<file path="config.mk">
export PLATFORM = sky130hd
export DESIGN_NAME = mpmd_ctrl
export DESIGN_NICKNAME = d
export VERILOG_FILES = /design/src/sv/mpmd_pkg.sv /design/src/sv/mpmd_ctrl.sv
export SDC_FILE = /design/constraint.sdc
export NUM_CORES = 1
export LEC_CHECK = 0
export ABC_AREA = 1
export BUFFER_PORTS_ARGS = -buffer_cell sky130_fd_sc_hd__buf_2
export CAP_MARGIN = 40
export CORE_MARGIN = 3
export CORE_UTILIZATION = 35
export CTS_CLUSTER_SIZE = 12
export DETAILED_ROUTE_END_ITERATION = 6
export HOLD_SLACK_MARGIN = 0.12
export MAX_ROUTING_LAYER = met4
export RECOVER_POWER = 100
export SYNTH_ARGS = -nofsm -noshare
export SYNTH_HDL_FRONTEND = slang
export SYNTH_SLANG_ARGS = --single-unit
</file>
<file path="constraint.sdc">
create_clock -name clk -period 1.35 [get_ports clk]
set_input_delay 0.135 -clock clk [delete_from_list [all_inputs] [get_ports clk]]
set_output_delay 0.135 -clock clk [all_outputs]
set_load 0.03 [all_outputs]
</file>
<file path="src/sv/mpmd_pkg.sv">
// ----------------------------------------------------------------------------
// mpmd_pkg
// Shared types, codes and the radix-4 modular reduction step.
// ----------------------------------------------------------------------------
package mpmd_pkg;

	localparam int MOD_W  = 31;
	localparam int OPND_W = 63;
	localparam int ACT_W  = 2;
	localparam int SH_W   = 64;
	localparam int CNT_W  = 5;
	localparam int ADDR_W = 3;

	localparam logic [MOD_W-1:0] MOD_RESET = 31'd1000000007;
	localparam logic [MOD_W-1:0] MOD_ONE   = 31'd1;
	localparam logic [MOD_W-1:0] MOD_TWO   = 31'd2;
	localparam logic [CNT_W-1:0] CNT_LAST  = 5'd31;

	// action codes
	localparam logic [ACT_W-1:0] ACT_POW  = 2'd0;
	localparam logic [ACT_W-1:0] ACT_MUL  = 2'd1;
	localparam logic [ACT_W-1:0] ACT_DIV  = 2'd2;
	localparam logic [ACT_W-1:0] ACT_NONE = 2'd3;

	// result source codes
	localparam logic [1:0] OUT_ACC  = 2'd0;
	localparam logic [1:0] OUT_ZERO = 2'd1;
	localparam logic [1:0] OUT_ERR  = 2'd2;

	typedef struct packed {
		logic             load;
		logic             step;
		logic             setup;
		logic             mul;
		logic             update;
		logic             take;
		logic             fin_setup;
		logic             out_load;
		logic [ACT_W-1:0] act;
		logic [1:0]       out_kind;
	} cmd_t;

	typedef struct packed {
		logic mod_small;
		logic r1_zero;
		logic exp_zero;
	} stat_t;

	// r < m on entry; returns (4r + d) mod m with one three-way compare
	function automatic logic [MOD_W-1:0] red_step(
		input logic [MOD_W-1:0] r,
		input logic [1:0]       d,
		input logic [MOD_W-1:0] m,
		input logic [MOD_W+1:0] m3
	);
		logic [MOD_W+1:0] t;
		logic [MOD_W+1:0] m1;
		logic [MOD_W+1:0] m2;
		logic [MOD_W+1:0] res;
		t  = {r, d};
		m1 = {2'b00, m};
		m2 = {1'b0, m, 1'b0};
		if (t >= m3) begin
			res = t - m3;
		end else if (t >= m2) begin
			res = t - m2;
		end else if (t >= m1) begin
			res = t - m1;
		end else begin
			res = t;
		end
		return res[MOD_W-1:0];
	endfunction

endpackage

</file>
<file path="src/sv/mpmd_ctrl.sv">
// ----------------------------------------------------------------------------
// mpmd_ctrl
// Sequencer: operand reduction, square-and-multiply loop, final product.
// ----------------------------------------------------------------------------
module mpmd_ctrl import mpmd_pkg::*; (
	input  logic             clk,
	input  logic             arst_n,
	input  logic             in_valid,
	input  logic [ACT_W-1:0] in_action,
	output logic             in_ready,
	output logic             out_valid,
	input  logic             out_ready,
	input  stat_t            stat,
	output cmd_t             cmd
);

	localparam logic [3:0] ST_IDLE   = 4'd0;
	localparam logic [3:0] ST_RED    = 4'd1;
	localparam logic [3:0] ST_SETUP  = 4'd2;
	localparam logic [3:0] ST_PCHK   = 4'd3;
	localparam logic [3:0] ST_PMUL   = 4'd4;
	localparam logic [3:0] ST_PRED   = 4'd5;
	localparam logic [3:0] ST_PUPD   = 4'd6;
	localparam logic [3:0] ST_FSETUP = 4'd7;
	localparam logic [3:0] ST_FMUL   = 4'd8;
	localparam logic [3:0] ST_FRED   = 4'd9;
	localparam logic [3:0] ST_FTAKE  = 4'd10;
	localparam logic [3:0] ST_DONE   = 4'd11;

	logic [3:0]       state_q, state_d;
	logic [CNT_W-1:0] cnt_q, cnt_d;
	logic [ACT_W-1:0] act_q, act_d;
	logic [1:0]       kind_q, kind_d;
	logic             out_valid_q;
	logic             accept;
	logic             out_free;

	assign in_ready  = (state_q == ST_IDLE);
	assign accept    = in_valid && in_ready;
	assign out_free  = !out_valid_q || out_ready;
	assign out_valid = out_valid_q;

	always_comb begin
		state_d      = state_q;
		cnt_d        = cnt_q;
		act_d        = act_q;
		kind_d       = kind_q;
		cmd          = '0;
		cmd.act      = act_q;
		cmd.out_kind = kind_q;
		unique case (state_q)
			ST_IDLE: begin
				if (accept) begin
					cmd.load = 1'b1;
					act_d    = in_action;
					cnt_d    = '0;
					if (stat.mod_small || in_action == ACT_NONE) begin
						kind_d  = (stat.mod_small && in_action == ACT_DIV) ? OUT_ERR : OUT_ZERO;
						state_d = ST_DONE;
					end else begin
						state_d = ST_RED;
					end
				end
			end
			ST_RED: begin
				cmd.step = 1'b1;
				cnt_d    = cnt_q + 1'b1;
				if (cnt_q == CNT_LAST) begin
					state_d = ST_SETUP;
				end
			end
			ST_SETUP: begin
				cmd.setup = 1'b1;
				kind_d    = OUT_ACC;
				priority if (act_q == ACT_MUL) begin
					state_d = ST_FMUL;
				end else if (act_q == ACT_DIV && stat.r1_zero) begin
					kind_d  = OUT_ERR;
					state_d = ST_DONE;
				end else begin
					state_d = ST_PCHK;
				end
			end
			ST_PCHK: begin
				if (stat.exp_zero) begin
					state_d = (act_q == ACT_DIV) ? ST_FSETUP : ST_DONE;
				end else begin
					state_d = ST_PMUL;
				end
			end
			ST_PMUL: begin
				cmd.mul = 1'b1;
				cnt_d   = '0;
				state_d = ST_PRED;
			end
			ST_PRED: begin
				cmd.step = 1'b1;
				cnt_d    = cnt_q + 1'b1;
				if (cnt_q == CNT_LAST) begin
					state_d = ST_PUPD;
				end
			end
			ST_PUPD: begin
				cmd.update = 1'b1;
				state_d    = ST_PCHK;
			end
			ST_FSETUP: begin
				cmd.fin_setup = 1'b1;
				state_d       = ST_FMUL;
			end
			ST_FMUL: begin
				cmd.mul = 1'b1;
				cnt_d   = '0;
				state_d = ST_FRED;
			end
			ST_FRED: begin
				cmd.step = 1'b1;
				cnt_d    = cnt_q + 1'b1;
				if (cnt_q == CNT_LAST) begin
					state_d = ST_FTAKE;
				end
			end
			ST_FTAKE: begin
				cmd.take = 1'b1;
				state_d  = ST_DONE;
			end
			ST_DONE: begin
				if (out_free) begin
					cmd.out_load = 1'b1;
					state_d      = ST_IDLE;
				end
			end
			default: begin
				state_d = ST_IDLE;
			end
		endcase
	end

	always_ff @(posedge clk or negedge arst_n) begin
		if (!arst_n) begin
			state_q     <= ST_IDLE;
			cnt_q       <= '0;
			act_q       <= ACT_POW;
			kind_q      <= OUT_ZERO;
			out_valid_q <= 1'b0;
		end else begin
			state_q <= state_d;
			cnt_q   <= cnt_d;
			act_q   <= act_d;
			kind_q  <= kind_d;
			if (cmd.out_load) begin
				out_valid_q <= 1'b1;
			end else if (out_ready) begin
				out_valid_q <= 1'b0;
			end
		end
	end

`ifndef SYNTH
	a_out_from_done: assert property (@(posedge clk) disable iff (!arst_n)
		$rose(out_valid_q) |-> $past(state_q == ST_DONE))
		else $error("result raised outside DONE");

	a_red_restart: assert property (@(posedge clk) disable iff (!arst_n)
		(state_q == ST_PMUL || state_q == ST_FMUL) |=> (cnt_q == '0))
		else $error("reduction count not restarted after multiply");

	a_red_exit: assert property (@(posedge clk) disable iff (!arst_n)
		(state_q == ST_RED && cnt_q == CNT_LAST) |=> (state_q == ST_SETUP))
		else $error("operand reduction did not end after 32 steps");

	a_busy_no_take: assert property (@(posedge clk) disable iff (!arst_n)
		(state_q != ST_IDLE) |-> !cmd.load)
		else $error("operand load while busy");
`endif

endmodule

</file>
==> results of run 1 <==
power breakdown:
part	internal, uW	switching, uW
sequential	623	197
combinational	1070	1570
clock	115	141
critical path, delay by kind of cell (launching register included):
family                 cells  cell delay, ps
flip-flops                 1             450
buffers and inverters      2             340
AND/OR/NAND/NOR            2             300
synth_stat cells (all sizes together):
master,instances
a21oi,2
dfrtp,13
dfstp,1
ha,2
inv,19
nand2,55
nand3,12
nand4,1
nor2,21
nor3,2
o21ai,10
or2,1
layout by cell type (no fill, tap or decap), types with 3 or more instances in the layout:
master,count
nand2_2,8
nor2_4,6
buf_6,7
o21ai_0,4
buf_4,24
nand2_4,5
nand3_1,10
dfrtp_1,9
o21ai_1,4
buf_2,7
inv_2,6
dfrtp_2,4
clkbuf_1,7
nand2_1,41
inv_1,10
clkbuf_4,3
inv_4,3
nor2_1,11
dlygate4sd3_1,4
nor2_2,4
what timing repair did:
| item | 4_1_cts | 5_1_grt |
|---|---|---|
| resized for setup | 21 | 26 |
| pin swaps | 5 | 7 |
| cloned | 0 | 0 |
| endpoints found under the hold margin | 17 | 0 |
| hold buffers | 4 | 0 |
| setup buffers | 16 | 3 |
| setup endpoints to repair | 9 | 19 |
metal layers:
layer	GRT usage	up-vias	share of wire
met2	0.265	18	0.52
met4	0.0530	0	0.013
met1	0.179	508	0.43
li1	-	536	-
met3	0.0445	8	0.037
met5	-	-	0
per-stage QoR:
step           std cells  setup TNS [ps]  power (uW)
2_1_floorplan        139            -194        2180
3_3_place_gp         194               0        2630
3_5_place_dp         194               0        2650
4_1_cts              218            -687        3390
5_1_grt              221           -2040        3990
6_report             221            -916        3720
worst paths after layout:
path,from,endpoint,cells past startpoint
worst max register to register,state_q[3]$_DFFE_PN0P_,state_q[1]$_DFFE_PN0P_,10
max in group asynchronous,arst_n,state_q[0]$_DFFE_PN0P_,2
worst max-delay path,state_q[3]$_DFFE_PN0P_,cmd[8],4
worst min-delay path,stat[0],state_q[2]$_DFFE_PN0P_,4
min in group asynchronous,arst_n,state_q[2]$_DFFE_PN0P_,2
worst min register to register,cnt_q[4]$_DFFE_PN0P_,cnt_q[4]$_DFFE_PN0P_,2
sequential cells by signal, indices dropped and copies added, names as in the netlist:
signal     cells
state_q        4
cnt_q          5
kind_q         2
act_q          2
out_valid      1
final cells by class:
cell class              instances  share of cell area
well taps                      30              0.0255
inverters                      19              0.0535
clock buffers                   4              0.0178
multi-input cells             106               0.419
repair buffers                 48               0.242
flip-flops and latches         14               0.242
cells by family after synthesis:
family          Yosys count
buf+inv                  19
flops                    14
simple gates             92
compound gates           12
fa+ha+maj                 2
==> results_dict.tcl, run 1 <==
set metrics [dict create \
    status "finished, violations left" \
    violations "setup timing" \
    dr.pass1.iters 4 \
    final.min_clock_period_ps 1510 \
    drtIter0Drc 17 \
    clock_skew_ps 19.5 \
    hold_ws_ps 217 \
    finalWirelength_mm 2.70 \
    rows 18 \
    fillers 228 \
    synthXorXnorAreaFrac 0 \
    final_util 0.584 \
    hold_path.class "in -> reg" \
    grtUsageTotal 0.157 \
    synthAdderAreaFrac 0.0263 \
    cpMostUsedCell "buf_4" \
    yosysWarningCount 0 \
    cp_slowest_cell "dfrtp_2" \
    htree_levels 1 \
    die-area_mm2 0.00338 \
    rsz0062_at_grt "true" \
    slew_violations 0 \
    fmax_ghz 0.660 \
    maxCapViolations 0 \
    io_pins 23 \
    syn_to_final_growth_pct 54.9 \
    start_util 0.377 \
    syn_nets 150 \
    clock-sinks 14 \
    cp_cell_sequence "nor2_2, buf_4, nor3_2, buf_4" \
    root_buffer "clkbuf_4" \
    diodes 0 \
    gr-total-overflow 0 \
    slew_headroom 0.481 \
    synth.top_cell.area_share 0.342 \
    required_ps 1220 \
    period_share 1.12 \
    grt_pass1_vias 967 \
    setup_viol 18 \
    vias 1070 \
    num-nets-final 203 \
    yosysTopAreaCell "dfrtp_1" \
    path_class "reg -> out" \
    place_area_mm2 0.00112 \
    ir_drop_v 0.00123 \
    critPathMaxStageDelay_ps 450 \
    place.gp.congestion 0.855 \
    multi_input_area_um2 617 \
    core_mm2 0.00252 \
    cp.arrival_ps 1380 \
    viasPerCell 4.84 \
    drt.antenna.violating_nets 0 \
    startpoint_type "register" \
    dieWidth_um 58.1 \
    cts_buffers 3 \
    worst_slack_ps -165 \
    powerDensity_mw_per_mm2 2520 \
    synth_cell_types 19 \
    clk_latency_ps 290 \
    power_leakage_uw 0.000773 \
    die_y_um 58.1 \
    drc 0 \
    tightest_slew_ps 778 \
    hpwl_mm 1.66 \
    final_layout_size_suffix_gt1_frac 0.455 \
    ctsLongestPathBuffers 2 \
    grt_pass1_wl_mm 4.00 \
    regToRegSetupSlack_ps -40 \
    pre_cts_ws_ps 39.9 \
    synth_cells 139 \
    grt_max_degree 15 \
    syn_avg_cell_area_um2 6.84 \
    grt_antenna_before_repair 0 \
    end_kind "primary output" \
    ys_ff_latch 14 \
    synth_top_family_by_area "simple AND/OR/NAND/NOR gates" \
    synthMuxAreaShare 0 \
    synth-compound-area-share 0.0632 \
    syn_area_um2 951 \
    cts_tree "yes" \
    fin_area_mm2 0.00147 \
    regArea_um2 357 \
    clk_pin_slew_worst_paths_ps 100 \
    cp_max_fo 6 \
    synth.area.top_cells "dfrtp_1, nand2_1, nor2_1, nand3_1, inv_1" \
    wire_per_inst_um 12.2 \
    hold_viol 0 \
    yosys.area_share.simple 0.466 \
    ys_seq_area_frac 0.370 \
    io_buffers 22 \
]
(Power assumes the default switching activity.)
==> run 2, diff against run 1 <==
--- a/config.mk
+++ b/config.mk
@@ -5,7 +5,6 @@
 export SDC_FILE = /design/constraint.sdc
 export NUM_CORES = 1
 export LEC_CHECK = 0
-export ABC_AREA = 1
 export BUFFER_PORTS_ARGS = -buffer_cell sky130_fd_sc_hd__buf_2
 export CAP_MARGIN = 40
 export CORE_MARGIN = 3
==> results_dict.tcl, run 2 <==
set metrics [dict create \
    fmax_ghz 0.601 \
    synth_edf_count 0 \
    synth_top_flop_cell "dfrtp_1" \
    drtIter0Drc 38 \
    drt.antenna.violating_nets 0 \
    htree_levels 1 \
    rows 17 \
    tightest_slew_ps 768 \
    io_pins 23 \
    cp.arrival_ps 1830 \
    grt_max_degree 15 \
    startpoint_type "register" \
    diodes 0 \
    slew_violations 0 \
    syn_avg_cell_area_um2 9.78 \
    cp_cell_sequence "nor4_4, buf_4, a21oi_2, a21oi_2, mux2_4" \
    cpMostUsedCell "a21oi_2" \
    worst_slack_ps -315 \
    cp_slowest_cell "dfrtp_2" \
    grt_pass1_wl_mm 5.14 \
    swShare 0.431 \
    critPathMaxStageDelay_ps 490 \
    grtUsageTotal 0.207 \
    hold_depth 3 \
    p_seq_frac 0.193 \
    grt_antenna_before_repair 0 \
    clock_skew_ps 2.27 \
    io_buffers 22 \
    maxCapViolations 0 \
    fillers 178 \
    async_reset_ff_frac 1.00 \
    ctsLongestPathBuffers 2 \
    drc 0 \
    rsz0062_at_grt "true" \
    violations "setup timing" \
    placed_cells 165 \
    setup_viol 21 \
    final_layout_size_suffix_gt1_frac 0.646 \
    hpwl_mm 1.92 \
    core_mm2 0.00234 \
    syn_nets 105 \
    synth.most_common_cell "dfrtp_1" \
    place.gp.congestion 0.859 \
    ys_top_cells_by_count "dfrtp_1, nand2b_1, nor2_1" \
    hold_ws_ps 206 \
    vias 1067 \
    status "finished, violations left" \
    yosysTopAreaCell "dfrtp_1" \
    final.min_clock_period_ps 1670 \
    ys_seq_area_frac 0.382 \
    regMostFlops "cnt_q" \
    root_buffer "clkbuf_4" \
    syn_to_final_growth_pct 86.7 \
    internal_power_uw 2360 \
    synth_cells 94 \
    synth_cell_types 42 \
    required_ps 1520 \
    ir_drop_v 0.00181 \
    die_y_um 57.3 \
    layout_common_cells "buf_4, buf_6, dfrtp_1, buf_2, clkbuf_1" \
    cts_buffers 3 \
    yosysWarningCount 0 \
    dr.pass1.iters 4 \
    slew_headroom 0.488 \
    top_regs "cnt_q: 5 flops, state_q: 4 flops" \
    grt_pass1_vias 1090 \
    gr-total-overflow 0 \
    clk_latency_ps 270 \
    dieWidth_um 57.3 \
    power_leakage_uw 0.000782 \
    syn_area_um2 920 \
    wire_per_inst_um 17.7 \
    period_share 1.23 \
    ys_ff_latch 14 \
    viasPerCell 5.56 \
    final_util 0.734 \
    synth.top_cell.area_share 0.354 \
    clock-sinks 14 \
    finalWirelength_mm 3.40 \
    start_util 0.393 \
    clk_pin_slew_worst_paths_ps 90 \
    switchingPower_uw 1790 \
    powerDensity_mw_per_mm2 2420 \
    hold_path.class "in -> reg" \
    die-area_mm2 0.00328 \
    hold_viol 0 \
    combPwrFrac 0.735 \
    final_common_cell "buf_4" \
    cts_tree "yes" \
    path_class "reg -> reg" \
    ff2ff_path_depth 5 \
    power_frac_clock 0.072 \
    stdcell_count 192 \
    synth.area.top_cells "dfrtp_1, nand2b_1, a22o_1, mux2_2, dfstp_2" \
    end_kind "register" \
    cp_max_fo 5 \
    largest_register_ffs 5 \
    num-nets-final 176 \
]
[run 2: cells by family after synthesis]
logic type / after synthesis / share of synthesized area
simple gates: 38 / 0.276
compound gates: 27 / 0.216
flops: 14 / 0.382
buf+inv: 8 / 0.0367
mux: 5 / 0.0612
fa+ha+maj: 2 / 0.0272
[run 2: critical path, delay by kind of cell, from the launching register on]
kind / cells / cell delay, ps
AOI/OAI and AO/OA: 2 / 220
buffers and inverters: 1 / 170
DFF: 1 / 490
muxes: 1 / 320
and+or+nand+nor: 1 / 350
[run 2: path summary, 6_finish.rpt]
kind	startpoint	end	slack [ps]
setup / recovery	state_q[2]$_DFFE_PN0P_	kind_q[1]$_DFFE_PN0P_	-320
hold / removal	out_ready	out_valid$_DFFE_PN0P_	210
setup reg to reg	state_q[2]$_DFFE_PN0P_	kind_q[1]$_DFFE_PN0P_	-320
hold reg to reg	kind_q[1]$_DFFE_PN0P_	kind_q[1]$_DFFE_PN0P_	530
max in group asynchronous	arst_n	state_q[3]$_DFFE_PN0P_	390
min in group asynchronous	arst_n	cnt_q[1]$_DFFE_PN0P_	440
[run 2: timing repair]
action / CTS / global route
resized for setup: 48 / 12
setup buffers: 18 / 3
endpoints found under the setup margin: 21 / 22
hold buffers: 3 / 0
endpoints found under the hold margin: 16 / 0
pin swaps: 13 / 7
[run 2: final cells by class]
cell class	instances	area, um^2	share of cell area
well taps	28	35.0	0.0204
inverters	4	17.5	0.0102
clock buffers	4	36.3	0.0211
flip-flops and latches	14	357	0.208
repair buffers	70	583	0.340
multi-input cells	72	688	0.401
[run 2: layer usage]
metal	GRT usage	wire length [um]
met5	-	0
met4	0.0861	59
met3	0.0271	113
met1	0.249	1350
met2	0.347	1880
[run 2: power by group through the flow]
stage               registers [uW]  clock network [uW]  logic [uW]
global route                   822                 331        3230
finish                         800                 299        3050
global placement               788                   0        2000
CTS                            782                 311        2780
floorplan                      916                   0        1170
detailed placement             800                   0        2050
[run 2: stage by stage]
step | power [uW] | TNS [ps] | cell area [um^2] | setup WS, ps
finish | 4150 | -4450 | 1720 | -315
global placement | 2790 | -854 | 1280 | -115
CTS | 3870 | -3810 | 1660 | -240
detailed placement | 2850 | -1200 | 1280 | -206
floorplan | 2090 | -2230 | 973 | -463
global route | 4390 | -5480 | 1720 | -363
==> run 3, diff against run 2 <==
--- a/config.mk
+++ b/config.mk
@@ -13,6 +13,7 @@
 export DETAILED_ROUTE_END_ITERATION = 6
 export HOLD_SLACK_MARGIN = 0.12
 export MAX_ROUTING_LAYER = met4
+export PLACE_DENSITY = 0.61
 export RECOVER_POWER = 100
 export SYNTH_ARGS = -nofsm -noshare
 export SYNTH_HDL_FRONTEND = slang
==> results_dict.tcl, run 3 (synthesis results as in run 2) <==
set metrics [dict create \
    gr-total-overflow 0 \
    critPathMaxStageDelay_ps 470 \
    regToRegSetupSlack_ps -240 \
    wire_per_inst_um 16.4 \
    hold_depth 2 \
    hold_viol 0 \
    regMostFlops "cnt_q" \
    cts_tree "yes" \
    final_layout_size_suffix_gt1_frac 0.610 \
    dieWidth_um 57.3 \
    num-nets-final 166 \
    ctsLongestPathBuffers 2 \
    placed_cells 159 \
    path_class "reg -> out" \
    fillers 185 \
    htree_levels 1 \
    clk_pin_slew_worst_paths_ps 90 \
    finalWirelength_mm 2.98 \
    root_buffer "clkbuf_4" \
    cp_cell_sequence "nor4_4, buf_4, nand2_4, inv_2, buf_6" \
    holdPathEnd "act_q[1]$_DFFE_PN0P_" \
    dr.pass1.iters 4 \
    maxCapViolations 0 \
    violations "setup timing" \
    crit_family "flip-flops" \
    tightest_slew_ps 788 \
    viasPerCell 5.35 \
    cp_slowest_cell "dfrtp_2" \
    cp.arrival_ps 1500 \
    powerDensity_mw_per_mm2 2390 \
    core_mm2 0.00234 \
    hold_path.class "in -> reg" \
    syn_to_final_growth_pct 78.2 \
    diodes 0 \
    largest_register_ffs 5 \
    die-area_mm2 0.00328 \
    r2r-start "state_q[2]$_DFFE_PN0P_" \
    status "finished, violations left" \
    die_y_um 57.3 \
    fin_area_mm2 0.00164 \
    grt_max_degree 15 \
    fmax_ghz 0.613 \
    cp_max_fo 4 \
    clock_skew_ps 16.9 \
    setup_viol 21 \
    stdcell_count 182 \
    clk_latency_ps 300 \
    grt_pass1_wl_mm 4.78 \
    final_common_cell "buf_4" \
    rows 17 \
    grtUsageTotal 0.196 \
    slew_headroom 0.475 \
    end_kind "primary output" \
    clock-sinks 14 \
    drtIter0Drc 15 \
    worst_slack_ps -281 \
    io_buffers 22 \
    min-delay-start "in_action[1]" \
    place.gp.congestion 0.813 \
    slew_violations 0 \
    path_buf_inv 3 \
    grt_pass1_vias 1036 \
    power_leakage_uw 0.000745 \
    cts_buffers 3 \
    grt_antenna_before_repair 0 \
    place_area_mm2 0.00123 \
    final.min_clock_period_ps 1630 \
    vias 974 \
    drt.antenna.violating_nets 0 \
    layout_common_cells "buf_4, buf_6, dfrtp_1, clkbuf_1, buf_2" \
    period_share 1.21 \
    r2r-end "kind_q[1]$_DFFE_PN0P_" \
    ir_drop_v 0.00160 \
    io_pins 23 \
    power_uw 3920 \
    rsz0062_at_grt "true" \
    ff2ff_path_depth 5 \
    required_ps 1220 \
    hpwl_mm 1.85 \
    startpoint_type "register" \
    top_regs "cnt_q: 5 flops, state_q: 4 flops" \
    start_util 0.393 \
    drc 0 \
]
run 3: changes by cell type in the layout (fill, tap and decap cells not counted), moves of 2 or more:
| cell | change |
|---|---|
| buf_4 | -8 |
| buf_6 | -5 |
| buf_12 | +4 |
| o21ai_1 | -3 |
| o21ai_2 | +3 |
| nand2b_1 | +2 |
run 3: worst reg2reg max path, cell delays in order (launching register included):
cell     delay (ps)
dfrtp_2         470
nor4_4          310
buf_4           160
a21oi_2          40
a21oi_2         180
mux2_4          310
run 3: what timing repair did:
item,4_1_cts,5_1_grt
hold endpoints to repair,15,0
resized for setup,41,10
hold buffers,2,0
pin swaps,5,6
endpoints found under the setup margin,21,21
buffers inserted,13,4
run 3: per-layer routing:
metal / wire, um / up-vias / GRT usage
met5: 0 / - / -
met4: 48 / 0 / 0.0762
met3: 89 / 4 / 0.0407
met1: 1180 / 487 / 0.213
met2: 1660 / 18 / 0.346
li1: - / 465 / -
run 3: through the flow:
| stage | setup slack, ps | utilization | hold WS, ps | TNS, ps |
|---|---|---|---|---|
| after CTS | -252 | 0.673 | 132 | -3920 |
| after floorplan | -463 | - | -161 | -2230 |
| after global placement | -142 | 0.527 | 48.8 | -1030 |
| after detailed placement | -164 | 0.527 | 47.7 | -1350 |
| after global routing | -360 | 0.701 | 131 | -5310 |
| final | -281 | 0.701 | 127 | -4190 |
run 3: cell type report:
| class | count | area [um^2] | share of cell area |
|---|---|---|---|
| Clock buffer | 4 | 26.3 | 0.0160 |
| Inverter | 4 | 15.0 | 0.00916 |
| Multi-Input combinational cell | 72 | 671 | 0.409 |
| Sequential cell | 14 | 355 | 0.217 |
| Tap cell | 28 | 35.0 | 0.0214 |
| Timing Repair Buffer | 60 | 537 | 0.327 |
run 3: how the worst max path moves through the flow:
| stage | slack (ps) | depth (start not counted) | start | to |
|---|---|---|---|---|
| floorplan | -460 | 4 | state_q[0]$_DFFE_PN0P_ | kind_q[1]$_DFFE_PN0P_ |
| global placement | -140 | 4 | state_q[0]$_DFFE_PN0P_ | state_q[0]$_DFFE_PN0P_ |
| detailed placement | -160 | 7 | cnt_q[0]$_DFFE_PN0P_ | state_q[1]$_DFFE_PN0P_ |
| CTS | -250 | 4 | state_q[3]$_DFFE_PN0P_ | cmd[8] |
| global route | -360 | 6 | state_q[2]$_DFFE_PN0P_ | cmd[4] |
| finish | -280 | 5 | state_q[2]$_DFFE_PN0P_ | cmd[11] |
run 3: report_power, final:
| group | total [uW] | internal [uW] | leakage, uW | switching [uW] |
|---|---|---|---|---|
| registers | 808 | 613 | 0.000172 | 195 |
| logic | 2850 | 1520 | 0.000558 | 1340 |
| clock network | 255 | 115 | 0.0000150 | 140 |
| total | 3920 | 2240 | 0.000745 | 1670 |
